<file path="config.mk">
export PLATFORM = sky130hd
export DESIGN_NAME = prc_cfg_regs
export DESIGN_NICKNAME = d
export VERILOG_FILES = /design/src/sv/prc_pkg.sv /design/src/sv/prc_cfg_regs.sv
export SDC_FILE = /design/constraint.sdc
export NUM_CORES = 1
export LEC_CHECK = 0
export BUFFER_PORTS_ARGS = -buffer_cell sky130_fd_sc_hd__buf_2
export CAP_MARGIN = 20
export CORE_ASPECT_RATIO = 0.9
export CORE_MARGIN = 8
export CORE_UTILIZATION = 55
export CTS_CLUSTER_DIAMETER = 100
export CTS_CLUSTER_SIZE = 12
export DETAILED_ROUTE_END_ITERATION = 8
export GPL_TIMING_DRIVEN = 0
export HOLD_SLACK_MARGIN = 0.12
export PLACE_DENSITY = 0.87
export SLEW_MARGIN = 20
export SYNTH_ARGS = -nofsm -noshare
export SYNTH_HDL_FRONTEND = slang
export SYNTH_SLANG_ARGS = --single-unit
export TNS_END_PERCENT = 1
</file>
<file path="constraint.sdc">
create_clock -name clk -period 6.1 [get_ports clk]
set_input_delay 0.915 -clock clk [delete_from_list [all_inputs] [get_ports clk]]
set_output_delay 0.915 -clock clk [all_outputs]
set_load 0.02 [all_outputs]
</file>
<file path="src/sv/prc_pkg.sv">
// Package for the point range crop and rigid transform block.
// Holds register indexes, shared constants, the matrix sequencer states and
// the structs passed between modules. Depends on nothing.
`default_nettype none

package prc_pkg;

    localparam int CFG_DATA_W = 32;
    localparam int CFG_IDX_W  = 3;

    localparam logic [CFG_IDX_W-1:0] REG_QUAT_W  = 3'd0;
    localparam logic [CFG_IDX_W-1:0] REG_QUAT_X  = 3'd1;
    localparam logic [CFG_IDX_W-1:0] REG_QUAT_Y  = 3'd2;
    localparam logic [CFG_IDX_W-1:0] REG_QUAT_Z  = 3'd3;
    localparam logic [CFG_IDX_W-1:0] REG_SHIFT_X = 3'd4;
    localparam logic [CFG_IDX_W-1:0] REG_SHIFT_Y = 3'd5;
    localparam logic [CFG_IDX_W-1:0] REG_SHIFT_Z = 3'd6;
    localparam logic [CFG_IDX_W-1:0] REG_RANGE   = 3'd7;

    localparam logic signed [15:0] QUAT_W_RESET = 16'sd16384;
    localparam logic [31:0]        RANGE_RESET  = 32'd1310720350;

    localparam int MAT_W = 18;
    localparam logic [MAT_W-1:0] ONE_Q16 = 18'd65536;
    localparam logic [8:0][MAT_W-1:0] IDENTITY_MAT = {
        ONE_Q16, 18'd0, 18'd0,
        18'd0, ONE_Q16, 18'd0,
        18'd0, 18'd0, ONE_Q16
    };

    localparam logic [19:0] MM_SQ_PER_M_SQ = 20'd1000000;

    typedef enum logic [2:0] {
        M_IDLE,
        M_MUL,
        M_CHECK,
        M_NUM,
        M_DIV,
        M_STORE
    } mat_state_t;

    typedef struct packed {
        logic signed [15:0] w;
        logic signed [15:0] x;
        logic signed [15:0] y;
        logic signed [15:0] z;
    } quat_t;

    typedef struct packed {
        logic [2:0][31:0] shift;
        logic [31:0]      min_sq;
        logic [31:0]      max_sq;
    } xform_cfg_t;

    typedef struct packed {
        logic [8:0][MAT_W-1:0] m;
        logic                  degenerate;
    } rot_t;

endpackage

`default_nettype wire

</file>
<file path="src/sv/prc_cfg_regs.sv">
// Configuration register file for the point range crop block.
// Holds the quaternion, translation and range registers and the squared
// range bounds. Depends on prc_pkg.
`default_nettype none

module prc_cfg_regs
    import prc_pkg::*;
(
    input  wire logic                  clk,
    input  wire logic                  rst_n,
    input  wire logic                  cfg_we,
    input  wire logic [CFG_IDX_W-1:0]  cfg_index,
    input  wire logic [CFG_DATA_W-1:0] cfg_data,
    output quat_t                      quat,
    output xform_cfg_t                 xcfg
);

    localparam logic [31:0] MIN_SQ_RESET = 32'(RANGE_RESET[15:0]) * 32'(RANGE_RESET[15:0]);
    localparam logic [31:0] MAX_SQ_RESET = 32'(RANGE_RESET[31:16]) * 32'(RANGE_RESET[31:16]);

    quat_t            quat_reg;
    logic [2:0][31:0] shift_reg;
    logic [31:0]      range_reg;
    logic [31:0]      min_sq_reg;
    logic [31:0]      max_sq_reg;

    always_ff @(posedge clk or negedge rst_n)
    begin
        if (!rst_n)
        begin
            quat_reg   <= '{w: QUAT_W_RESET, x: 16'sd0, y: 16'sd0, z: 16'sd0};
            shift_reg  <= '0;
            range_reg  <= RANGE_RESET;
        end
        else if (cfg_we)
        begin
            unique case (cfg_index)
                REG_QUAT_W:  quat_reg.w   <= cfg_data[15:0];
                REG_QUAT_X:  quat_reg.x   <= cfg_data[15:0];
                REG_QUAT_Y:  quat_reg.y   <= cfg_data[15:0];
                REG_QUAT_Z:  quat_reg.z   <= cfg_data[15:0];
                REG_SHIFT_X: shift_reg[0] <= cfg_data;
                REG_SHIFT_Y: shift_reg[1] <= cfg_data;
                REG_SHIFT_Z: shift_reg[2] <= cfg_data;
                REG_RANGE:   range_reg    <= cfg_data;
                default:     range_reg    <= range_reg;
            endcase
        end
    end

    // The squared bounds follow the range register in the next cycle, well ahead
    // of the compare stage of any word entering after the write.
    always_ff @(posedge clk or negedge rst_n)
    begin
        if (!rst_n)
        begin
            min_sq_reg <= MIN_SQ_RESET;
            max_sq_reg <= MAX_SQ_RESET;
        end
        else
        begin
            min_sq_reg <= 32'(range_reg[15:0]) * 32'(range_reg[15:0]);
            max_sq_reg <= 32'(range_reg[31:16]) * 32'(range_reg[31:16]);
        end
    end

    assign quat        = quat_reg;
    assign xcfg.shift  = shift_reg;
    assign xcfg.min_sq = min_sq_reg;
    assign xcfg.max_sq = max_sq_reg;

endmodule

`default_nettype wire

</file>
==> key figures <==
Timing
  • Final hold viol count: 0
  • Worst Tran Pin Value: between 1 and 1.5 ns
  • Final Skew: between 0.03 and 0.04 ns
  • Max_slew headroom: between 20 and 30%
  • Period utilization: 106.3%
  • Setup violators final: 11
  • Worst setup margin: -0.3814 ns
  • Max frequency: between 150 and 200 MHz
  • Final Max Slew Viols: 0
  • RSZ-0062 raised after global routing: yes
  • Fin crit period: 6.481 ns

Status
  • Failing checks: negative setup slack
  • Status: finished, violations left

Clocking
  • CTS max path bufs: 3
  • CTS tree: yes
  • CTS sink cnt: approximately 250
  • Clk root buf: clkbuf_16
  • CTS Buf Count: 25
  • Clock insertion delay at the later pin of the skew report: roughly 0.59 ns
  • CTS H-tree lvls: 1
  • Clock-pin slew on the worst setup and hold paths: 0.08 ns

Cells and area
  • Area growth syn-to-layout: 16.01%
  • Nets: 3072
  • Max reg flops: 96
  • Final Instance Area: roughly 27000 um2
  • Inserted Diodes: 0
  • Share of layout cells above drive strength 1: 27.73%

Setup path
  • Worst reg2reg path depth: 20
  • WP depth: 20
  • Worst Path Max Fanout: 10
  • R2R setup slack: -0.38 ns
  • Crit path kind: flop to flop
  • Slowest cell on crit path: fa_2
  • CP dominant cell by count: fa_2
  • WP data required: around 6.6 ns
  • WP buf/inv: 5
  • RR Endpoint: min_sq_reg[31]$_DFF_PN0_
  • Critical Path Sink Type: flop
  • Max incr delay on CP: between 0.6 and 0.7 ns
  • Critical path cell sequence: clkbuf_8 > clkbuf_16 > nand2_1 > fa_2 > inv_2 > fa_2 > fa_2 > fa_2 > fa_1 > inv_1 > fa_2 > inv_2 > ha_4 > nand4_1 > or4_4 > o211ai_4 > nor3_4 > or4_4 > a221oi_2 > xnor2_1
  • Dominant delay contributor by cell family on the critical path: adder cells
  • Startpoint Class: flop
  • CP Data Arrival Time: 6.94 ns
  • R2r startpoint: range_reg[4]$_DFFE_PN1P_

Yosys
  • Syn Inst Count: approximately 2200
  • Post-synthesis cell type count: between 50 and 60
  • Cell taking the most area after synthesis: fa_1
  • Syn_area_per_cell: around 11 um2
  • EDFF count, synth: 0
  • Largest cells by area after synthesis: fa_1, dfrtp_1, ha_1
  • Yosys reg bits: 254
  • Synth top area share: between 20 and 30%
  • Synthesized area: roughly 23000 um2
  • Ys Warns: 0
  • Asr flop ratio synth: 100.0%
  • Sequential element share of the synthesized area: 27.39%
  • Top FF cell, synth: dfrtp_1

Route
  • WL/cell: approximately 21 um
  • Via count: ~17000
  • Drt drc: 0
  • Iteration-0 DRC count of the detailed router: between 1000 and 1500
  • Antenna-violating nets left: 0
  • Detailed Routing Iterations Pass 1: 5
  • Via/cell ratio: about 5.5
  • Total length of routed wires: roughly 64000 um

Die
  • Initial core utilization: 55.82%
  • Total die area: between 40000 and 50000 um2
  • I/O pin total: 262
  • Die extent in y: 211.5 um
  • Core Region: 41840 um2
  • Chip width: 233.2 um
  • FP Rows: between 70 and 80

Global routing
  • Initial antenna violation count: 1
  • Final global-route overflow total: 0
  • Total GRT Usage: a little over a quarter
  • Global-route wire length before repair: roughly 100000 um
  • Largest net degree at the start of global routing: approximately 110
  • Vias in the first global route: around 19000

Job
  • Max-Cap Viols: 0

Placed design
  • PortBufs: 256
  • Post-DP HPWL: 48800 um
  • DP Area: between 20000 and 30000 um2
  • Placer Congestion: ~0.95

Worst hold path
  • Worst min path class: primary input to async pin
cells by family (layout without fill, tap and decap cells):
group                    after synthesis  after routing  share of synthesized area, %
buffers and inverters                586            926                         9.482
adder cells (fa/ha/maj)              525            525                         38.54
AND/OR/NAND/NOR                      384            384                         7.763
flip-flops                           254            254                         27.39
multiplexers                         195            195                         9.397
AO/OA/AOI/OAI                        169            169                         4.672
XOR/XNOR                              73             73                         2.738
other                                  1              2                       0.01606
stage by stage:
stage,worst slack (ns),setup TNS (ns),instances,util (%),hold WS [ns]
after floorplan,0.007386,0,2188,-,0.3971
after global placement,-0.8500,-61.13,2991,60.77,0.4712
after detailed placement,-0.9791,-15.18,2993,60.93,0.4731
after CTS,-0.2709,-0.8658,3069,64.33,0.2768
after global routing,-0.4291,-4.014,3075,64.76,0.3075
final,-0.3814,-1.447,3075,64.76,0.2710
Yosys cell counts (all sizes together), types with 29 or more instances:
library cell  number
a21o              34
a21oi             53
and2              68
clkbuf            68
dfrtp            221
dfstp             33
fa               324
ha               201
inv              512
mux2             194
nand2            183
nor2              52
o21ai             29
xnor2             47
placed cells by master, fill, tap and decap left out, types with 41 or more instances in the layout:
cell,instances
and2_1,66
fa_1,313
buf_2,259
dfrtp_1,208
a21oi_1,49
clkbuf_1,41
ha_1,192
xnor2_1,46
buf_4,48
nor2_1,49
inv_1,501
mux2_2,194
nand2_1,171
worst max path at each step:
stage / endpoint / startpoint
2_1_floorplan: min_sq_reg[31]$_DFF_PN0_ / range_reg[2]$_DFFE_PN1P_
3_3_place_gp: max_sq_reg[29]$_DFF_PN0_ / range_reg[30]$_DFFE_PN1P_
3_5_place_dp: max_sq_reg[29]$_DFF_PN0_ / range_reg[20]$_DFFE_PN0P_
4_1_cts: min_sq_reg[31]$_DFF_PN0_ / range_reg[4]$_DFFE_PN1P_
5_1_grt: min_sq_reg[31]$_DFF_PN0_ / range_reg[4]$_DFFE_PN1P_
6_report: min_sq_reg[31]$_DFF_PN0_ / range_reg[4]$_DFFE_PN1P_
metal layers:
layer | routed length (um) | part of all wire (%) | vias up | track usage [%]
met5 | 13 | 0.020 | - | 0
met4 | 2984 | 4.7 | 2 | 10.65
met3 | 6604 | 10 | 232 | 8.123
met2 | 30310 | 47 | 826 | 42.23
met1 | 24220 | 38 | 8532 | 32.27
li1 | - | - | 7396 | -
repair_timing:
| action | CTS | global route |
|---|---|---|
| hold buffers | 0 | 0 |
| gates resized for setup | 126 | 59 |
| endpoints found under the setup margin | 35 | 26 |
| setup buffers | 35 | 6 |
| pin swaps | 35 | 23 |
area by class of cell:
class / instances / area, um2
Timing Repair Buffer: 299 / 1670
Inverter: 512 / 1926
Clock buffer: 43 / 703.2
Sequential cell: 254 / 6414
Multi-Input combinational cell: 1348 / 15120
Fill cell: 3024 / 14750
Buffer: 69 / 544.3
Clock inverter: 3 / 32.53
Tap cell: 547 / 684.4
Power is left out: the tool's default activity adds up to more than one toggle a clock period on the data nets, which glitch-free logic cannot reach.
