--- src/sv/prc_pkg.sv ---
// Package for the point range crop and rigid transform block.
// Holds register indexes, shared constants, the matrix sequencer states and
// the structs passed between modules. Depends on nothing.
`default_nettype none

package prc_pkg;

    localparam int CFG_DATA_W = 32;
    localparam int CFG_IDX_W  = 3;

    localparam logic [CFG_IDX_W-1:0] REG_QUAT_W  = 3'd0;
    localparam logic [CFG_IDX_W-1:0] REG_QUAT_X  = 3'd1;
    localparam logic [CFG_IDX_W-1:0] REG_QUAT_Y  = 3'd2;
    localparam logic [CFG_IDX_W-1:0] REG_QUAT_Z  = 3'd3;
    localparam logic [CFG_IDX_W-1:0] REG_SHIFT_X = 3'd4;
    localparam logic [CFG_IDX_W-1:0] REG_SHIFT_Y = 3'd5;
    localparam logic [CFG_IDX_W-1:0] REG_SHIFT_Z = 3'd6;
    localparam logic [CFG_IDX_W-1:0] REG_RANGE   = 3'd7;

    localparam logic signed [15:0] QUAT_W_RESET = 16'sd16384;
    localparam logic [31:0]        RANGE_RESET  = 32'd1310720350;

    localparam int MAT_W = 18;
    localparam logic [MAT_W-1:0] ONE_Q16 = 18'd65536;
    localparam logic [8:0][MAT_W-1:0] IDENTITY_MAT = {
        ONE_Q16, 18'd0, 18'd0,
        18'd0, ONE_Q16, 18'd0,
        18'd0, 18'd0, ONE_Q16
    };

    localparam logic [19:0] MM_SQ_PER_M_SQ = 20'd1000000;

    typedef enum logic [2:0] {
        M_IDLE,
        M_MUL,
        M_CHECK,
        M_NUM,
        M_DIV,
        M_STORE
    } mat_state_t;

    typedef struct packed {
        logic signed [15:0] w;
        logic signed [15:0] x;
        logic signed [15:0] y;
        logic signed [15:0] z;
    } quat_t;

    typedef struct packed {
        logic [2:0][31:0] shift;
        logic [31:0]      min_sq;
        logic [31:0]      max_sq;
    } xform_cfg_t;

    typedef struct packed {
        logic [8:0][MAT_W-1:0] m;
        logic                  degenerate;
    } rot_t;

endpackage

`default_nettype wire

--- src/sv/prc_matrix_unit.sv ---
// Rotation matrix sequencer for the point range crop block.
// Derives the normalized Q2.16 matrix from the quaternion with one shared
// multiplier and a restoring divider. Depends on prc_pkg.
`default_nettype none

module prc_matrix_unit
    import prc_pkg::*;
(
    input  wire logic  clk,
    input  wire logic  rst_n,
    input  wire logic  start,
    input  quat_t      quat,
    output logic       busy,
    output rot_t       rot
);

    localparam int PROD_COUNT = 10;
    localparam int ENTRIES    = 9;
    localparam int DIV_STEPS  = 17;

    localparam logic [3:0] P_WW = 4'd0;
    localparam logic [3:0] P_XX = 4'd1;
    localparam logic [3:0] P_YY = 4'd2;
    localparam logic [3:0] P_ZZ = 4'd3;
    localparam logic [3:0] P_XY = 4'd4;
    localparam logic [3:0] P_WZ = 4'd5;
    localparam logic [3:0] P_XZ = 4'd6;
    localparam logic [3:0] P_WY = 4'd7;
    localparam logic [3:0] P_YZ = 4'd8;
    localparam logic [3:0] P_WX = 4'd9;

    mat_state_t state_reg;
    mat_state_t state_next;

    logic [3:0]               mul_idx_reg;
    logic signed [31:0]       prod_reg [PROD_COUNT];
    logic [32:0]              n2_reg;
    logic [3:0]               ent_reg;
    logic                     neg_reg;
    logic [32:0]              rem_reg;
    logic [DIV_STEPS-1:0]     quo_reg;
    logic [4:0]               step_reg;
    logic [8:0][MAT_W-1:0]    mat_reg;
    logic                     deg_reg;

    logic signed [15:0] op_a;
    logic signed [15:0] op_b;
    logic signed [31:0] mul_out;
    logic [32:0]        n2;
    logic signed [33:0] num;
    logic [32:0]        mag;
    logic [49:0]        dividend;
    logic [33:0]        trial;
    logic [33:0]        diff;
    logic               fits;
    logic [MAT_W-1:0]   quo_ext;

    function automatic logic signed [33:0] ext34(input logic signed [31:0] v);
        ext34 = 34'(v);
    endfunction

    always_comb
    begin
        unique case (mul_idx_reg)
            P_WW:    begin op_a = quat.w; op_b = quat.w; end
            P_XX:    begin op_a = quat.x; op_b = quat.x; end
            P_YY:    begin op_a = quat.y; op_b = quat.y; end
            P_ZZ:    begin op_a = quat.z; op_b = quat.z; end
            P_XY:    begin op_a = quat.x; op_b = quat.y; end
            P_WZ:    begin op_a = quat.w; op_b = quat.z; end
            P_XZ:    begin op_a = quat.x; op_b = quat.z; end
            P_WY:    begin op_a = quat.w; op_b = quat.y; end
            P_YZ:    begin op_a = quat.y; op_b = quat.z; end
            P_WX:    begin op_a = quat.w; op_b = quat.x; end
            default: begin op_a = 16'sd0; op_b = 16'sd0; end
        endcase
    end

    assign mul_out = op_a * op_b;

    assign n2 = 33'(unsigned'(prod_reg[P_WW])) + 33'(unsigned'(prod_reg[P_XX]))
              + 33'(unsigned'(prod_reg[P_YY])) + 33'(unsigned'(prod_reg[P_ZZ]));

    always_comb
    begin
        unique case (ent_reg)
            4'd0: num = ext34(prod_reg[P_WW]) + ext34(prod_reg[P_XX])
                      - ext34(prod_reg[P_YY]) - ext34(prod_reg[P_ZZ]);
            4'd1: num = (ext34(prod_reg[P_XY]) - ext34(prod_reg[P_WZ])) <<< 1;
            4'd2: num = (ext34(prod_reg[P_XZ]) + ext34(prod_reg[P_WY])) <<< 1;
            4'd3: num = (ext34(prod_reg[P_XY]) + ext34(prod_reg[P_WZ])) <<< 1;
            4'd4: num = ext34(prod_reg[P_WW]) - ext34(prod_reg[P_XX])
                      + ext34(prod_reg[P_YY]) - ext34(prod_reg[P_ZZ]);
            4'd5: num = (ext34(prod_reg[P_YZ]) - ext34(prod_reg[P_WX])) <<< 1;
            4'd6: num = (ext34(prod_reg[P_XZ]) - ext34(prod_reg[P_WY])) <<< 1;
            4'd7: num = (ext34(prod_reg[P_YZ]) + ext34(prod_reg[P_WX])) <<< 1;
            4'd8: num = ext34(prod_reg[P_WW]) - ext34(prod_reg[P_XX])
                      - ext34(prod_reg[P_YY]) + ext34(prod_reg[P_ZZ]);
            default: num = 34'sd0;
        endcase
    end

    assign mag      = num[33] ? 33'(-num) : num[32:0];
    assign dividend = {1'b0, mag, 16'd0} + 50'(n2_reg[32:1]);
    assign trial    = {rem_reg, quo_reg[DIV_STEPS-1]};
    assign diff     = trial - {1'b0, n2_reg};
    assign fits     = trial >= {1'b0, n2_reg};
    assign quo_ext  = {1'b0, quo_reg};

    always_ff @(posedge clk or negedge rst_n)
    begin
        if (!rst_n)
        begin
            state_reg <= M_IDLE;
        end
        else
        begin
            state_reg <= state_next;
        end
    end

    always_comb
    begin
        state_next = state_reg;
        unique case (state_reg)
            M_IDLE:  state_next = M_IDLE;
            M_MUL:
            begin
                if (mul_idx_reg == 4'(PROD_COUNT - 1))
                begin
                    state_next = M_CHECK;
                end
            end
            M_CHECK: state_next = (n2 == '0) ? M_IDLE : M_NUM;
            M_NUM:   state_next = M_DIV;
            M_DIV:
            begin
                if (step_reg == 5'(DIV_STEPS - 1))
                begin
                    state_next = M_STORE;
                end
            end
            M_STORE: state_next = (ent_reg == 4'(ENTRIES - 1)) ? M_IDLE : M_NUM;
            default: state_next = M_IDLE;
        endcase
        if (start)
        begin
            state_next = M_MUL;
        end
    end

    always_ff @(posedge clk or negedge rst_n)
    begin
        if (!rst_n)
        begin
            mul_idx_reg <= '0;
            ent_reg     <= '0;
            step_reg    <= '0;
            mat_reg     <= IDENTITY_MAT;
            deg_reg     <= 1'b0;
        end
        else if (start)
        begin
            mul_idx_reg <= '0;
        end
        else
        begin
            unique case (state_reg)
                M_IDLE: ;
                M_MUL:
                begin
                    prod_reg[mul_idx_reg] <= mul_out;
                    mul_idx_reg <= mul_idx_reg + 4'd1;
                end
                M_CHECK:
                begin
                    n2_reg  <= n2;
                    ent_reg <= '0;
                    if (n2 == '0)
                    begin
                        mat_reg <= IDENTITY_MAT;
                        deg_reg <= 1'b1;
                    end
                    else
                    begin
                        deg_reg <= 1'b0;
                    end
                end
                M_NUM:
                begin
                    neg_reg  <= num[33];
                    rem_reg  <= dividend[49:DIV_STEPS];
                    quo_reg  <= dividend[DIV_STEPS-1:0];
                    step_reg <= '0;
                end
                M_DIV:
                begin
                    rem_reg  <= fits ? diff[32:0] : trial[32:0];
                    quo_reg  <= {quo_reg[DIV_STEPS-2:0], fits};
                    step_reg <= step_reg + 5'd1;
                end
                M_STORE:
                begin
                    mat_reg[ent_reg] <= neg_reg ? -quo_ext : quo_ext;
                    ent_reg <= ent_reg + 4'd1;
                end
                default: ;
            endcase
        end
    end

    assign busy           = state_reg != M_IDLE;
    assign rot.m          = mat_reg;
    assign rot.degenerate = deg_reg;

endmodule

`default_nettype wire

--- config.mk ---
export PLATFORM = sky130hd
export DESIGN_NAME = prc_matrix_unit
export DESIGN_NICKNAME = d
export VERILOG_FILES = /design/src/sv/prc_pkg.sv /design/src/sv/prc_matrix_unit.sv
export SDC_FILE = /design/constraint.sdc
export NUM_CORES = 2
export LEC_CHECK = 0
export BUFFER_PORTS_ARGS = -buffer_cell sky130_fd_sc_hd__buf_4
export CORE_MARGIN = 8
export CORE_UTILIZATION = 40
export CTS_CLUSTER_SIZE = 25
export DETAILED_ROUTE_END_ITERATION = 6
export SLEW_MARGIN = 20
export SYNTH_ARGS = -nofsm -noshare
export SYNTH_HDL_FRONTEND = slang
export SYNTH_SLANG_ARGS = --single-unit
export TNS_END_PERCENT = 30
--- constraint.sdc ---
create_clock -name clk -period 22.5 [get_ports clk]
set_input_delay 3.375 -clock clk [delete_from_list [all_inputs] [get_ports clk]]
set_output_delay 3.375 -clock clk [all_outputs]
set_load 0.01 [all_outputs]
==> flow_summary.ini <==
[run_status]
status = complete, no violations

[place]
gp_congestion = 0.948
dp_hpwl_mm = 150
port_buffers = 230

[logic_synthesis]
syn_inst = 5748
yosysSeqAreaShare = 0.298
synthArstFlopShare = 0.307
synth_warnings = 0
yosysTopAreaCell = edfxtp_1
synth_fp_nets = 6687
synth-seq-cells = 583
synth_top_area_share = 0.217
ys.flop_type = edfxtp_1
synthesis.area_um2 = 55800
yosysUniqueCellTypes = 102
synth_edf_count = 404
avgSynthCellArea_um2 = 9.71
synth.area.top_cells = edfxtp_1, fa_1, ha_1, dfrtp_1, inv_1

[timing]
rsz0062_at_grt = no
fin_setup_tns_ns = 0
hold_viol = 0
fin_crit_sh = 0.551
worst_pin_slew_ns = 1.15
max_freq_mhz = 80.6
drv_slew = 0
fin_crit_ns = 12.40
slew-limit-headroom = 0.232
holdWs_ns = 0.463
skew_ns = 0.0524
setup_viol = 0

[cts]
cts_buffer_depth = 3
cts_buffers = 71
root_buffer = clkbuf_16
post_cts_buffers = 0
cts_resized = 0
htreeDepth = 3
worstSkewPairLatency_ns = 0.67
holdBufCountCts = 0
cts_tree = done
clkSinkCount = 583
clkTransAtPathRegs_ns = 0.06

[detailed_routing]
drtIter0Drc = 3587
wl_met2_mm = 87.0
firstDrtPassIters = 6
vias_per_cell = 5.74
wire_per_inst_um = 23.2
drt-total-wl_mm = 184
dr.max_layer_used = met4
drc = 0
postRouteAntennaNets = 0
wl_met3_mm = 11.0
drt-met1-wl_mm = 79.1
vias = 45352

[layout]
final_layout_size_suffix_gt1_frac = 0.0912
largest_register_ffs = 320
nFillCells = 13284
area_growth_pct = 11.9
final_net_count = 6907

[floorplan]
core.rowCount = 137
die_area_um2 = 152000
start_util = 0.401
core_area_um2 = 139000
die_h_um = 390
die_w_um = 390
num_io_pins = 231

[worst_setup_path]
path_buf_inv = 5
slowest_delay_ns = 0.59
crit_slowest_cell = nor3_1
critPathLaunchType = register
arrival_ns = 12.92
cpMostUsedCell = o21ai_0
crit_type = register to register
critPathCaptureType = register
critPathTopFamily = compound AO/OA/AOI/OAI gates
required_ns = 23.02
crit_fanout = 32

[grt]
grt_use_total = 0.234
grt_pass1_wl_mm = 278
grt_pass1_vias = 46133
antenna_found_initial = 3
grt.overflow.total = 0
grt_max_degree = 74

[worst_hold_path]
worst_hold_path_type = register to register

[run]
drv_cap = 0
[stage by stage]
stage          utilization  worst slack [ns]  instances  area (um^2)
3_3_place_gp         0.432             10.41       7771        60000
2_1_floorplan            -             11.87       5748        55800
3_5_place_dp         0.432             10.12       7771        60100
4_1_cts              0.449             10.05       7899        62400
6_report             0.449             10.10       7901        62400
5_1_grt              0.449              8.78       7899        62400
[cells by family (layout without fill, tap and decap cells)]
| family | after synthesis | after routing | share of synthesized area |
|---|---|---|---|
| AO/OA/AOI/OAI | 1472 | 1472 | 0.182 |
| multiplexers | 51 | 51 | 0.00926 |
| other | 0 | 2 | 0 |
| buffers and inverters | 725 | 1000 | 0.0493 |
| adder cells (fa/ha/maj) | 872 | 872 | 0.258 |
| AND/OR/NAND/NOR | 1691 | 1691 | 0.149 |
| flip-flops | 583 | 583 | 0.298 |
| XOR/XNOR | 354 | 354 | 0.0556 |
[tightest hold or removal path, delay by kind of cell, from the launching register on]
| family | cells | cell delay, ns |
|---|---|---|
| AO/OA/AOI/OAI | 1 | 0.05 |
| buffers and inverters | 1 | 0.04 |
| flip-flops | 1 | 0.37 |
[synthesized netlist by cell type (29+ instances only)]
| cell | count |
|---|---|
| o21bai_1 | 29 |
| a31oi_1 | 46 |
| a221oi_1 | 30 |
| dfrtp_1 | 176 |
| fa_1 | 464 |
| ha_1 | 408 |
| a21oi_1 | 332 |
| or3_1 | 55 |
| nor2b_1 | 53 |
| nor4_1 | 35 |
| xor2_1 | 151 |
| edfxtp_1 | 404 |
| nand3_1 | 87 |
| nor3_1 | 118 |
| o211ai_1 | 36 |
| inv_1 | 529 |
| nand4_1 | 79 |
| a211oi_1 | 62 |
| mux2i_1 | 46 |
| nand2b_1 | 50 |
| xnor2_1 | 203 |
| nand2_1 | 510 |
| o21ai_0 | 272 |
| and3_1 | 51 |
| o2bb2ai_1 | 157 |
| nor2_1 | 437 |
| and2_1 | 53 |
| o31ai_1 | 44 |
| a21o_1 | 98 |
| o21a_1 | 61 |
| clkbuf_1 | 169 |
[cell usage in the layout (no fill, tap or decap), types with 49 or more instances in the layout]
cell	n
nor3_1	117
nand3_1	87
o21a_1	61
nand4_1	79
clkbuf_16	74
nor2_1	435
buf_4	340
ha_1	408
o2bb2ai_1	157
o21ai_0	271
xor2_1	147
dfrtp_1	176
a211oi_1	61
nand2b_1	50
nor2b_1	52
a21oi_1	331
nand2_1	509
edfxtp_1	404
a21o_1	98
and2_1	50
xnor2_1	202
or3_1	55
fa_1	464
inv_1	529
and3_1	49
[layout make-up]
class,count,area (um^2),area share
clock inverter,35,365,0.00585
antenna,2,5.00,0.0000802
multi-input combinational,4440,36600,0.585
clock buffer,93,1990,0.0319
tap,1876,2350,0.0376
inverter,531,1990,0.0319
sequential,583,16600,0.266
timing repair buffer,341,2570,0.0411
[worst paths after layout]
kind,slack (ns),end,from,depth (start not counted)
min in group asynchronous,2.68,rot[101],rst_n,1
max in group asynchronous,18.44,rot[44],rst_n,2
min,0.46,rot[17],rot[17],2
max,10.10,rem_reg[29],prod_reg[1][1],53
min reg2reg,0.46,rot[17],rot[17],2
max reg2reg,10.10,rem_reg[29],prod_reg[1][1],53
[layer usage]
| metal | track usage | vias to the layer above |
|---|---|---|
| met4 | 0.0778 | 0 |
| met3 | 0.0331 | 295 |
| met5 | 0 | - |
| met2 | 0.398 | 1517 |
| li1 | - | 21065 |
| met1 | 0.307 | 22475 |
Power is left out: the tool's default activity adds up to more than one toggle a clock period on the data nets, which glitch-free logic cannot reach.
